[config.mk]
export PLATFORM = sky130hd
export DESIGN_NAME = wft_front
export DESIGN_NICKNAME = d
export VERILOG_FILES = /design/src/sv/word_frequency_table_unit_assert.svh /design/src/sv/wft_pkg.sv /design/src/sv/wft_front.sv
export SDC_FILE = /design/constraint.sdc
export NUM_CORES = 1
export LEC_CHECK = 0
export ABC_CLOCK_PERIOD_IN_PS = 5150
export BUFFER_PORTS_ARGS = -buffer_cell sky130_fd_sc_hd__buf_2
export CAP_MARGIN = 20
export CORE_MARGIN = 10
export CORE_UTILIZATION = 36
export CTS_CLUSTER_DIAMETER = 120
export DETAILED_ROUTE_END_ITERATION = 6
export GPL_TIMING_DRIVEN = 0
export SLEW_MARGIN = 20
export SYNTH_ARGS = -nofsm -noshare
export SYNTH_HDL_FRONTEND = slang
export SYNTH_SLANG_ARGS = --single-unit
[constraint.sdc]
create_clock -name clk -period 5.15 [get_ports clk]
set_input_delay 1.03 -clock clk [delete_from_list [all_inputs] [get_ports clk]]
set_output_delay 1.03 -clock clk [all_outputs]
set_load 0.1 [all_outputs]
[src/sv/word_frequency_table_unit_assert.svh]
// Assertion macros for the word frequency table unit.
`ifndef WORD_FREQUENCY_TABLE_UNIT_ASSERT_SVH
`define WORD_FREQUENCY_TABLE_UNIT_ASSERT_SVH
`ifndef ASSERT_OFF
`define WFT_ASSERT(lbl, clk, rst, expr) \
  lbl: assert property (@(posedge clk) disable iff (rst) (expr)) \
    else $error("wft assertion failed");
`define WFT_ASSERT_NEXT(lbl, clk, rst, ante, cons) \
  lbl: assert property (@(posedge clk) disable iff (rst) (ante) |=> (cons)) \
    else $error("wft assertion failed");
`else
`define WFT_ASSERT(lbl, clk, rst, expr)
`define WFT_ASSERT_NEXT(lbl, clk, rst, ante, cons)
`endif
`endif

[src/sv/wft_pkg.sv]
// ---------------------------------------------------------------------------
// wft_pkg
// Shared types and constants of the word frequency table unit.
// ---------------------------------------------------------------------------
`default_nettype none
package wft_pkg;
  localparam int TABLE_DEPTH_DEF = 128;
  localparam int MAX_CHARS_DEF   = 16;
  localparam int COUNT_BITS_DEF  = 16;

  localparam logic [7:0] ENTRY_LIMIT_RST = 8'd128;
  localparam logic       REG_ENTRY_LIMIT = 1'b0;

  localparam logic [7:0] CHAR_UPPER_A = 8'd65;
  localparam logic [7:0] CHAR_UPPER_Z = 8'd90;
  localparam logic [7:0] CHAR_LOWER_A = 8'd97;
  localparam logic [7:0] CHAR_LOWER_Z = 8'd122;

  typedef struct packed {
    logic [6:0]  slot;
    logic [15:0] word_count;
    logic        new_word;
    logic        table_full;
    logic        truncated;
  } res_t;
endpackage
`default_nettype wire

[src/sv/wft_front.sv]
// ---------------------------------------------------------------------------
// wft_front
// Classifies input bytes, assembles the pending word, hands finished words on.
// ---------------------------------------------------------------------------
`default_nettype none
module wft_front import wft_pkg::*; #(
  parameter int MAX_CHARS = MAX_CHARS_DEF,
  parameter int LW = $clog2(MAX_CHARS + 1),
  parameter int QW = 1 + LW + MAX_CHARS * 8
) (
  input  wire logic          clk,
  input  wire logic          rst,
  input  wire logic          push,
  input  wire logic [7:0]    char_code,
  input  wire logic          end_of_input,
  input  wire logic          q_full,
  output logic               q_push,
  output logic [QW-1:0]      q_data
);
  localparam int CIW = (MAX_CHARS > 1) ? $clog2(MAX_CHARS) : 1;

  logic [7:0]    word_chars [MAX_CHARS];
  logic [LW-1:0] word_length;
  logic          word_overflow;
  logic          accept;
  logic          is_letter;
  logic [MAX_CHARS*8-1:0] packed_chars;

  assign accept    = push && !q_full;
  assign is_letter = !end_of_input &&
                     ((char_code >= CHAR_UPPER_A && char_code <= CHAR_UPPER_Z) ||
                      (char_code >= CHAR_LOWER_A && char_code <= CHAR_LOWER_Z));

  // zero letters past the length so stored rows compare as whole vectors
  always_comb begin
    for (int i = 0; i < MAX_CHARS; i++) begin
      packed_chars[i*8 +: 8] = (LW'(i) < word_length) ? word_chars[i] : 8'd0;
    end
  end

  assign q_push = accept && !is_letter && (word_length != '0);
  assign q_data = {word_overflow, word_length, packed_chars};

  // append letter
  always_ff @(posedge clk) begin
    if (accept && is_letter && (word_length < LW'(MAX_CHARS))) begin
      word_chars[word_length[CIW-1:0]] <= char_code;
    end
  end

  // track length and overflow, clear on word end
  always_ff @(posedge clk) begin
    if (rst) begin
      word_length   <= '0;
      word_overflow <= 1'b0;
    end else if (accept) begin
      if (is_letter) begin
        if (word_length < LW'(MAX_CHARS)) begin
          word_length <= word_length + LW'(1);
        end else begin
          word_overflow <= 1'b1;
        end
      end else begin
        word_length   <= '0;
        word_overflow <= 1'b0;
      end
    end
  end
endmodule
`default_nettype wire

==> impl_metrics.yaml <==
place:
  finalWeightedCongestion: 0.8033
  dp_hpwl_mm: 9.749
  buffer_ports.inserted: 146
yosys:
  yosys.area_share.adder_pct: 0.9223
  synth.yosys.seq_area_share_pct: 73.05
  syn_area_um2: 5426
  warnings_from_yosys: 0
  postSynthCellCount: 355
  primary_flip_flop_cell_chosen_by_synthesis_mapping: "edfxtp_1"
  synth_fp_nets: 372
  synth_async_sr_flop_share_pct: 0
  synth-compound-area-share_pct: 3.620
  synth_cell_type_count: 43
  yosys_register_bits: 134
  synth-edff-count: 128
  post_synth.cell_area_avg_um2: 15.29
  synth_simple_gate_area_share_pct: 21.05
  synth_xor_xnor_area_share_pct: 0
  main_combinational_cell_family_by_area_after_synthesis: "simple AND/OR/NAND/NOR gates"
  synth.area.mux_share_pct: 0
drt:
  wl_mm: 13.95
  drt_first_iter_violations: 122
  routed_wire_per_std_cell_um: 19.40
  vias: 3387
  drc_errors: 0
  detail_route.first_pass.iterations: 5
  antenna_violating_nets_post_route: 0
  route.detailed.vias_per_inst: 4.711
die:
  ios: 148
  floorplan.die.height_um: 142.8
  die_w_um: 142.8
  start_util_pct: 37.06
  core_area_um2: 14640
  core.rowCount: 44
  design.die.area_um2: 20380
timing:
  slew-limit-headroom_pct: 52.61
  unrepaired_setup_endpoints_after_global_routing: "false"
  whs_ns: 0.5621
  finalClockSkew_ns: 0.008300
  timing.final.hold_violations: 0
  timing_max_transition_violations_final: 0
  post_route_setup_tns_ns: 0
  final_critical_period_ns: 3.863
  worst_pin_slew_ns: 0.7076
  fmax_ghz: 0.2589
  setup_viol: 0
  fin_crit_sh_pct: 75.01
hold_path:
  holdCritPathClass: "reg -> reg"
cts:
  htreeDepth: 4
  path_clk_slew_ns: 0.05
  cts_resized: 0
  clkSinkCount: 134
  cts.hold.buffers_added: 0
  root_buffer: "clkbuf_16"
  tritoncts.num_buffers: 17
  tritoncts: "yes"
  clock_insertion_delay_worst_skew_ns: 0.41
  cts_buffer_depth: 2
  postCtsSetupRepairBufs: 0
layout:
  num-fill-cells: 1375
  areaGrowthSynthToFinish_pct: 29.05
  layout.nets: 538
  drive_gt1_share_pct: 36.14
global_routing:
  first_global_vias: 3535
  globalRoute.totalOverflow: 0
  gr-usage-all-layers_pct: 13.69
  first_pass_grt_wire_length_mm: 20.71
  antenna_found_initial: 0
  grt_start_max_net_pins: 20
worst_setup_path:
  critical_path.startpoint_type: "input pin"
  timing.setup.critical_path_class: "in -> out"
  worstPathMaxFanout: 18
  ff2ff_setup_slack_ns: 2.89
  critPathCaptureType: "primary output"
  worstPathRequired_ns: 4.12
  crit_arrival_ns: 2.83
run:
  drv.max_cap_violation_count: 0
power:
  leakagePower_nw: 2.845
  vdd.ir_drop.worst_mv: 0.1673
  power_density_nw_per_um2: 351.1
outcome:
  status: "finished clean"
==> cell usage in the layout (no fill, tap or decap), types with 2 or more instances in the layout <==
master     netlist  final
o2bb2ai_1        2      2
nand2b_1         5      5
a21oi_1          6      6
and2b_1          8      8
bufinv_16        0      4
and3_1           7      7
nor3_1           3      3
nor4_4           2      2
and2_1          30     30
a21o_1           2      2
a31oi_1          5      5
dfxtp_1          6      6
ha_1             4      4
clkinv_2         0      7
clkbuf_16        0     17
and4b_1          4      4
inv_1            2      2
a211oi_1         2      2
nor2_1           4      4
buf_2            3    150
nand2_1          5      5
edfxtp_1       128    128
clkbuf_2         2      2
nor2b_1         98     98
clkbuf_1         6      9
==> sequential cells by signal (all words and copies together) (netlist names) <==
| name | cells |
|---|---|
| word_overflow | 1 |
| word_chars | 128 |
| word_length | 5 |
==> routing by layer <==
layer / wire length (um) / global-route usage [%] / vias up / part of all wire [%]
li1: - / - / 1616 / -
met1: 5701 / 16.12 / 1636 / 41
met2: 6688 / 21.78 / 121 / 48
met3: 1391 / 6.103 / 14 / 10
met4: 168 / 4.886 / 0 / 1.2
met5: 0 / 0 / - / 0
==> metrics by stage <==
stage	setup slack, ns	cells	util (%)	area (um^2)	total power [mW]
2_1_floorplan	0.9009	355	-	5433	1.233
3_3_place_gp	1.151	685	43.66	6394	1.264
3_5_place_dp	1.239	686	43.74	6405	1.265
4_1_cts	1.237	718	47.80	7000	2.485
5_1_grt	1.190	718	47.80	7000	2.539
6_report	1.287	719	47.82	7003	2.458
==> kinds of logic after synthesis <==
kind of cell    after synthesis
flops                       134
buf+inv                      15
fa+ha+maj                     4
compound gates               26
simple gates                176
==> synth_stat cells (3+ instances only) <==
master / number / share of area, %
dfxtp_1: 6 / 2.2
buf_2: 3 / 0.28
nor3_1: 3 / 0.28
clkbuf_1: 6 / 0.42
a21oi_1: 6 / 0.55
edfxtp_1: 128 / 71
nor2b_1: 98 / 11
and3_1: 7 / 0.81
and2b_1: 8 / 1.1
a31oi_1: 5 / 0.58
nand2b_1: 5 / 0.58
and4b_1: 4 / 0.74
nor2_1: 4 / 0.28
ha_1: 4 / 0.92
and2_1: 30 / 3.5
nand2_1: 5 / 0.35
==> report_power, final <==
group	switching [mW]	leakage (nW)	internal, mW	total, mW
logic	0.0381	1.35	0.00842	0.0465
registers	0.000283	1.20	1.19	1.19
clock network	0.417	0.299	0.801	1.22
total	0.455	2.85	2.00	2.46
==> path summary, 6_finish.rpt <==
path | start | end | cells after the start
worst max-delay path | char_code[2] | q_push | 5
worst min-delay path | word_overflow | word_overflow | 2
worst max register to register | word_length[3] | word_chars[5][5] | 5
worst min register to register | word_overflow | word_overflow | 2
==> cell type report <==
| cell class | instances | area (um^2) | area share, % |
|---|---|---|---|
| flip-flops and latches | 134 | 3964 | 56.60 |
| multi-input cells | 206 | 1401 | 20.01 |
| repair buffers | 147 | 735.7 | 10.51 |
| clock buffers | 20 | 436.7 | 6.235 |
| well taps | 184 | 230.2 | 3.287 |
| clock inverters | 12 | 158.9 | 2.269 |
| plain buffers | 13 | 66.31 | 0.9469 |
| inverters | 2 | 7.507 | 0.1072 |
| diodes | 1 | 2.502 | 0.03573 |
==> critical path, stage by stage <==
cell	delay [ns]
buf_2	0.25
or4_4	0.58
o22a_2	0.27
a221oi_2	0.23
buf_2	0.47
Note: power is estimated with default switching activity, not from simulation.
