--- src/sv/word_frequency_table_unit_assert.svh ---
// Assertion macros for the word frequency table unit.
`ifndef WORD_FREQUENCY_TABLE_UNIT_ASSERT_SVH
`define WORD_FREQUENCY_TABLE_UNIT_ASSERT_SVH
`ifndef ASSERT_OFF
`define WFT_ASSERT(lbl, clk, rst, expr) \
  lbl: assert property (@(posedge clk) disable iff (rst) (expr)) \
    else $error("wft assertion failed");
`define WFT_ASSERT_NEXT(lbl, clk, rst, ante, cons) \
  lbl: assert property (@(posedge clk) disable iff (rst) (ante) |=> (cons)) \
    else $error("wft assertion failed");
`else
`define WFT_ASSERT(lbl, clk, rst, expr)
`define WFT_ASSERT_NEXT(lbl, clk, rst, ante, cons)
`endif
`endif

--- src/sv/wft_fifo.sv ---
// ---------------------------------------------------------------------------
// wft_fifo
// Short register queue carrying finished words from front to back.
// ---------------------------------------------------------------------------
`default_nettype none
module wft_fifo #(
  parameter int WIDTH = 8,
  parameter int DEPTH = 4
) (
  input  wire logic             clk,
  input  wire logic             rst,
  input  wire logic             wr_en,
  input  wire logic [WIDTH-1:0] wr_data,
  output logic                  q_full,
  input  wire logic             rd_en,
  output logic [WIDTH-1:0]      rd_data,
  output logic                  q_empty
);
  localparam int PW = (DEPTH > 1) ? $clog2(DEPTH) : 1;
  localparam int CW = $clog2(DEPTH + 1);

  logic [WIDTH-1:0] slots [DEPTH];
  logic [PW-1:0]    wr_ptr;
  logic [PW-1:0]    rd_ptr;
  logic [CW-1:0]    occ;

  assign q_full  = (occ == CW'(DEPTH));
  assign q_empty = (occ == '0);
  assign rd_data = slots[rd_ptr];

  // store beat
  always_ff @(posedge clk) begin
    if (wr_en && !q_full) begin
      slots[wr_ptr] <= wr_data;
    end
  end

  // advance pointers and occupancy
  always_ff @(posedge clk) begin
    if (rst) begin
      wr_ptr <= '0;
      rd_ptr <= '0;
      occ    <= '0;
    end else begin
      if (wr_en && !q_full) begin
        wr_ptr <= (wr_ptr == PW'(DEPTH - 1)) ? '0 : wr_ptr + PW'(1);
      end
      if (rd_en && !q_empty) begin
        rd_ptr <= (rd_ptr == PW'(DEPTH - 1)) ? '0 : rd_ptr + PW'(1);
      end
      if ((wr_en && !q_full) && !(rd_en && !q_empty)) begin
        occ <= occ + CW'(1);
      end else if (!(wr_en && !q_full) && (rd_en && !q_empty)) begin
        occ <= occ - CW'(1);
      end
    end
  end
endmodule
`default_nettype wire

--- config.mk ---
export PLATFORM = sky130hd
export DESIGN_NAME = wft_fifo
export DESIGN_NICKNAME = d
export VERILOG_FILES = /design/src/sv/word_frequency_table_unit_assert.svh /design/src/sv/wft_fifo.sv
export SDC_FILE = /design/constraint.sdc
export NUM_CORES = 1
export LEC_CHECK = 0
export BUFFER_PORTS_ARGS = -buffer_cell sky130_fd_sc_hd__buf_2
export CORE_MARGIN = 2
export CORE_UTILIZATION = 33
export DETAILED_ROUTE_END_ITERATION = 8
export RECOVER_POWER = 100
export REMOVE_ABC_BUFFERS = 1
export SYNTH_ARGS = -nofsm -noshare
export SYNTH_HDL_FRONTEND = slang
export SYNTH_SLANG_ARGS = --single-unit
export TNS_END_PERCENT = 1
--- constraint.sdc ---
create_clock -name clk -period 2.4 [get_ports clk]
set_input_delay 0.36 -clock clk [delete_from_list [all_inputs] [get_ports clk]]
set_output_delay 0.36 -clock clk [all_outputs]
set_load 0.1 [all_outputs]
==> impl.org <==
** Timing
- Number of max-slew violations in the final report :: 0
- For the finished layout, the period the worst path requires is ~2.2 ns.
- Timing would allow up to around 450 MHz.
- Number of hold-slack violations in the final timing report :: 0
- Relative slew slack :: around a quarter
- Setup repair after global routing left no endpoint under its margin.
- After layout, the worst setup slack is roughly 0.17 ns.
- Final Cycle Share :: between 90% and 100%
- Transition time of the tightest slew-check pin :: 1.154 ns
- Setup violations remaining at the end of the flow were counted as 0.
- On the final layout, the worst clock skew is approximately 0.0084 ns.

** Setup path
- The critical path in this run is classified as reg2out.
- Measured in cells, the most critical reg-to-reg path has a length of 9.
- The startpoint identified for the worst register-to-register timing path is occ[0].
- Required time reported for the critical path endpoint :: between 2 and 2.5 ns
- Data arrival time at the worst-slack endpoint :: 1.87 ns
- Kind of launch point of the worst setup path :: flop
- Terminus of the critical flop-to-flop path :: occ[2]
- Flop2flop setup slack :: between 0.2 and 0.25 ns
- Kind of end point of the critical path :: output pin
- Crit-path max FO :: 5

** Power
- The analysis attributes to cell leakage a power of around 0.7 nW.
- Net switching is a little over two fifths of the power.
- Reported net switching power :: 1.028 mW
- Cell Int Power :: ~1.4 mW
- Of the total power, combinational logic draws around two fifths.
- Fraction of power consumed by the clock network :: 21.6%
- Dividing total power by cell area gives a power density of about 1300 nW/um^2.
- Across the VDD grid, the largest voltage drop is a little under 700 uV.
- Sequential cells account for 38.4% of the total power.

** CTS
- Clock Tree Buf Depth :: 2
- Once the clock tree was built, the resizer swapped 0 gates to a different size.
- The H-tree was split into 2 levels.
- The cell sitting at the root of the clock tree is a sky130_fd_sc_hd__clkbuf_8.
- The number of clock buffers added by TritonCTS is 5.
- Worst-Skew Late Latency :: between 0.2 and 0.3 ns
- For this design, the CTS-stage hold fixing added 0 buffers.
- TritonCTS clock tree :: done
- Post-CTS Repair Setup Buffers :: 0
- The clock drives just over 40 sinks.
- Clock transition at the registers of the reported paths :: ~0.080 ns

** Place
- Port buffer count :: 21
- The number of placed instances, taps included, is between 150 and 200.
- Routability-driven placement finished with a final weighted congestion of 0.7313.
- Once detailed placement completed, the half-perimeter wirelength came to between 1500 and 2000 um.
- Worst setup timing slack at the placement stage :: approximately 0.072 ns

** Yosys
- In this run the biggest area consumer among cell types represents between 50% and 60% of the synthesized area.
- The Yosys step of the flow raised 0 warnings.
- Synthesis produced a netlist whose cell count is 92.
- Count of unique library cells instantiated by Yosys :: 27
- Dividing the synthesized area by the synthesized cell count gives 18.14 sq um.
- Among all flip-flop cells after synthesis, the most frequent one is sky130_fd_sc_hd__edfxtp_1.
- Post-synth top cells :: 32 x sky130_fd_sc_hd__edfxtp_1, 9 x sky130_fd_sc_hd__dfxtp_1, 8 x sky130_fd_sc_hd__mux4_2
- In the synthesized netlist the async set-or-reset flop fraction comes to 0%.
- Share of synthesized area occupied by flip-flops and latches :: about 70%
- Sorting the synthesized cells by area gives the leading types as sky130_fd_sc_hd__edfxtp_1 58%, sky130_fd_sc_hd__dfxtp_1 11%, sky130_fd_sc_hd__mux4_2 11%.
- Number of synthesized flops with an enable pin :: 32
- Count of state elements after synthesis :: around 40
- After synthesis the cells add up to 1669 sq um.
- sky130_fd_sc_hd__edfxtp_1 takes more of the synthesized area than any other cell.
- Most instantiated library cell after synthesis :: sky130_fd_sc_hd__edfxtp_1

** Global route
- The via count of the first global-routing pass came to between 900 and 1000.
- For this run, the total global-route usage over all layers was measured as between 10 and 15%.
- Total overflow reported by the global router :: 0
- The initial antenna violation count was 0.
- The first global-routing pass estimated 4367 um of wire.
- Entering global routing, the biggest net connects 14 pins.

** Hold path
- In this run the most critical hold path is launched from wr_data[4].
- Hold endpoint :: slots[1][4]
- Counting instances, the worst hold path has a depth of 1.
- The path class of the tightest hold or removal check is in2reg.

** Routing
- The first routing iteration left 32 violations.
- Vias :: between 800 and 900
- Final routed DRC violation total :: 0
- Wire length per cell :: roughly 14 um
- The routed design has roughly 2700 um of wire.
- The first TritonRoute pass finished after 4 iterations.
- Antenna violation net count after detailed routing :: 0
- After detailed routing, the number of vias per cell comes to ~4.5.

** Job
- Max Cap Viol :: 0

** Floorplan
- The die is 75.12 um tall.
- Core area :: roughly 4800 sq um
- The die covers between 5000 and 6000 sq um.
- Initial Utilization :: between 30% and 40%
- The floorplan step set the die width to 75.12 um.
- 22 I/O pins were placed.
- The initialized floorplan defines 25 standard-cell rows.

** Finish
- The repair_antennas step left the layout with diodes totalling 0.
- The net count of the finished layout is about 140.
- Of the cells placed in the final design, the portion with a size suffix greater than 1 is roughly 29%.
- Area growth from synthesis to layout :: 16.34%
- Post-Route Utilization :: 40.58%
- For this run, the number of standard cells in the final layout without fillers is about 190.

** Outcome
- Status :: finished clean
==> power groups by stage <==
stage | sequential [mW] | clock (mW) | combinational, mW
6_report | 0.936 | 0.527 | 0.975
5_1_grt | 0.949 | 0.578 | 1.03
4_1_cts | 0.940 | 0.546 | 0.993
3_5_place_dp | 0.958 | 0 | 0.990
3_3_place_gp | 0.947 | 0 | 0.971
2_1_floorplan | 0.946 | 0 | 0.820
==> critical path: stages, from the launching register on <==
cell and delay [ns]:
sky130_fd_sc_hd__dfxtp_1 0.46, sky130_fd_sc_hd__buf_4 0.23, sky130_fd_sc_hd__mux4_2 0.51, sky130_fd_sc_hd__clkbuf_2 0.39
==> layout by cell type, fill, tap and decap left out, types with 2 or more instances in the layout <==
master,instances
sky130_fd_sc_hd__clkbuf_8,5
sky130_fd_sc_hd__or3_1,2
sky130_fd_sc_hd__mux2i_1,2
sky130_fd_sc_hd__a21oi_1,2
sky130_fd_sc_hd__dfxtp_1,9
sky130_fd_sc_hd__and3_1,4
sky130_fd_sc_hd__nor3_1,2
sky130_fd_sc_hd__ha_1,6
sky130_fd_sc_hd__nand3_1,2
sky130_fd_sc_hd__clkbuf_1,10
sky130_fd_sc_hd__edfxtp_1,32
sky130_fd_sc_hd__mux4_2,8
sky130_fd_sc_hd__buf_2,3
sky130_fd_sc_hd__xor2_1,2
sky130_fd_sc_hd__inv_1,3
sky130_fd_sc_hd__nor2_1,3
sky130_fd_sc_hd__clkbuf_2,9
==> logic make-up after synthesis <==
family / synth area share, %
xor gates and xnor gates: 1.050
buffers and inverters: 4.123
adders and majority gates: 5.697
and+or+nand+nor: 5.547
AOI/OAI and AO/OA: 3.223
muxes: 11.99
DFF: 68.37
==> worst max-delay path by stage <==
| stage | from | endpoint | slack, ns | cells past startpoint |
|---|---|---|---|---|
| 2_1_floorplan | occ[0] | q_empty | -0.40 | 1 |
| 3_3_place_gp | occ[0] | occ[2] | 0.20 | 9 |
| 3_5_place_dp | occ[0] | occ[2] | 0.07 | 9 |
| 6_report | flop | rd_data[1] | 0.17 | 3 |
| 4_1_cts | occ[0] | occ[2] | 0.05 | 9 |
| 5_1_grt | flop | rd_data[1] | 0.05 | 3 |
==> sequential cells by signal, indices dropped and copies added (netlist names), named ones only <==
register,flops
occ,3
slots,32
rd_ptr,2
wr_ptr,2
==> layer usage <==
layer	routed length, um	global-route usage [%]	vias up
li1	-	-	406
met1	1116	12.17	397
met2	1362	19.40	24
met3	187	5.489	2
met4	18	2.381	0
met5	0	0	-
==> per-stage QoR <==
step           setup TNS (ns)  hold WS, ns  instance area [sq um]  total power, mW
2_1_floorplan         -0.3996       0.4224                   1645            1.765
3_3_place_gp                0       0.4773                   1849            1.918
3_5_place_dp                0       0.4951                   1849            1.948
4_1_cts                     0       0.2718                   1959            2.479
5_1_grt                     0       0.3139                   1942            2.559
6_report                    0       0.3316                   1942            2.438
==> final cells by class <==
cell class | count | area, sq um
Clock inverter | 3 | 41.29
Sequential cell | 41 | 1141
Fill cell | 457 | 2844
Timing Repair Buffer | 23 | 105.1
Inverter | 5 | 45.04
Tap cell | 67 | 83.83
Clock buffer | 5 | 68.82
Multi-Input combinational cell | 42 | 456.7
Power figures use the tool's default switching activity.
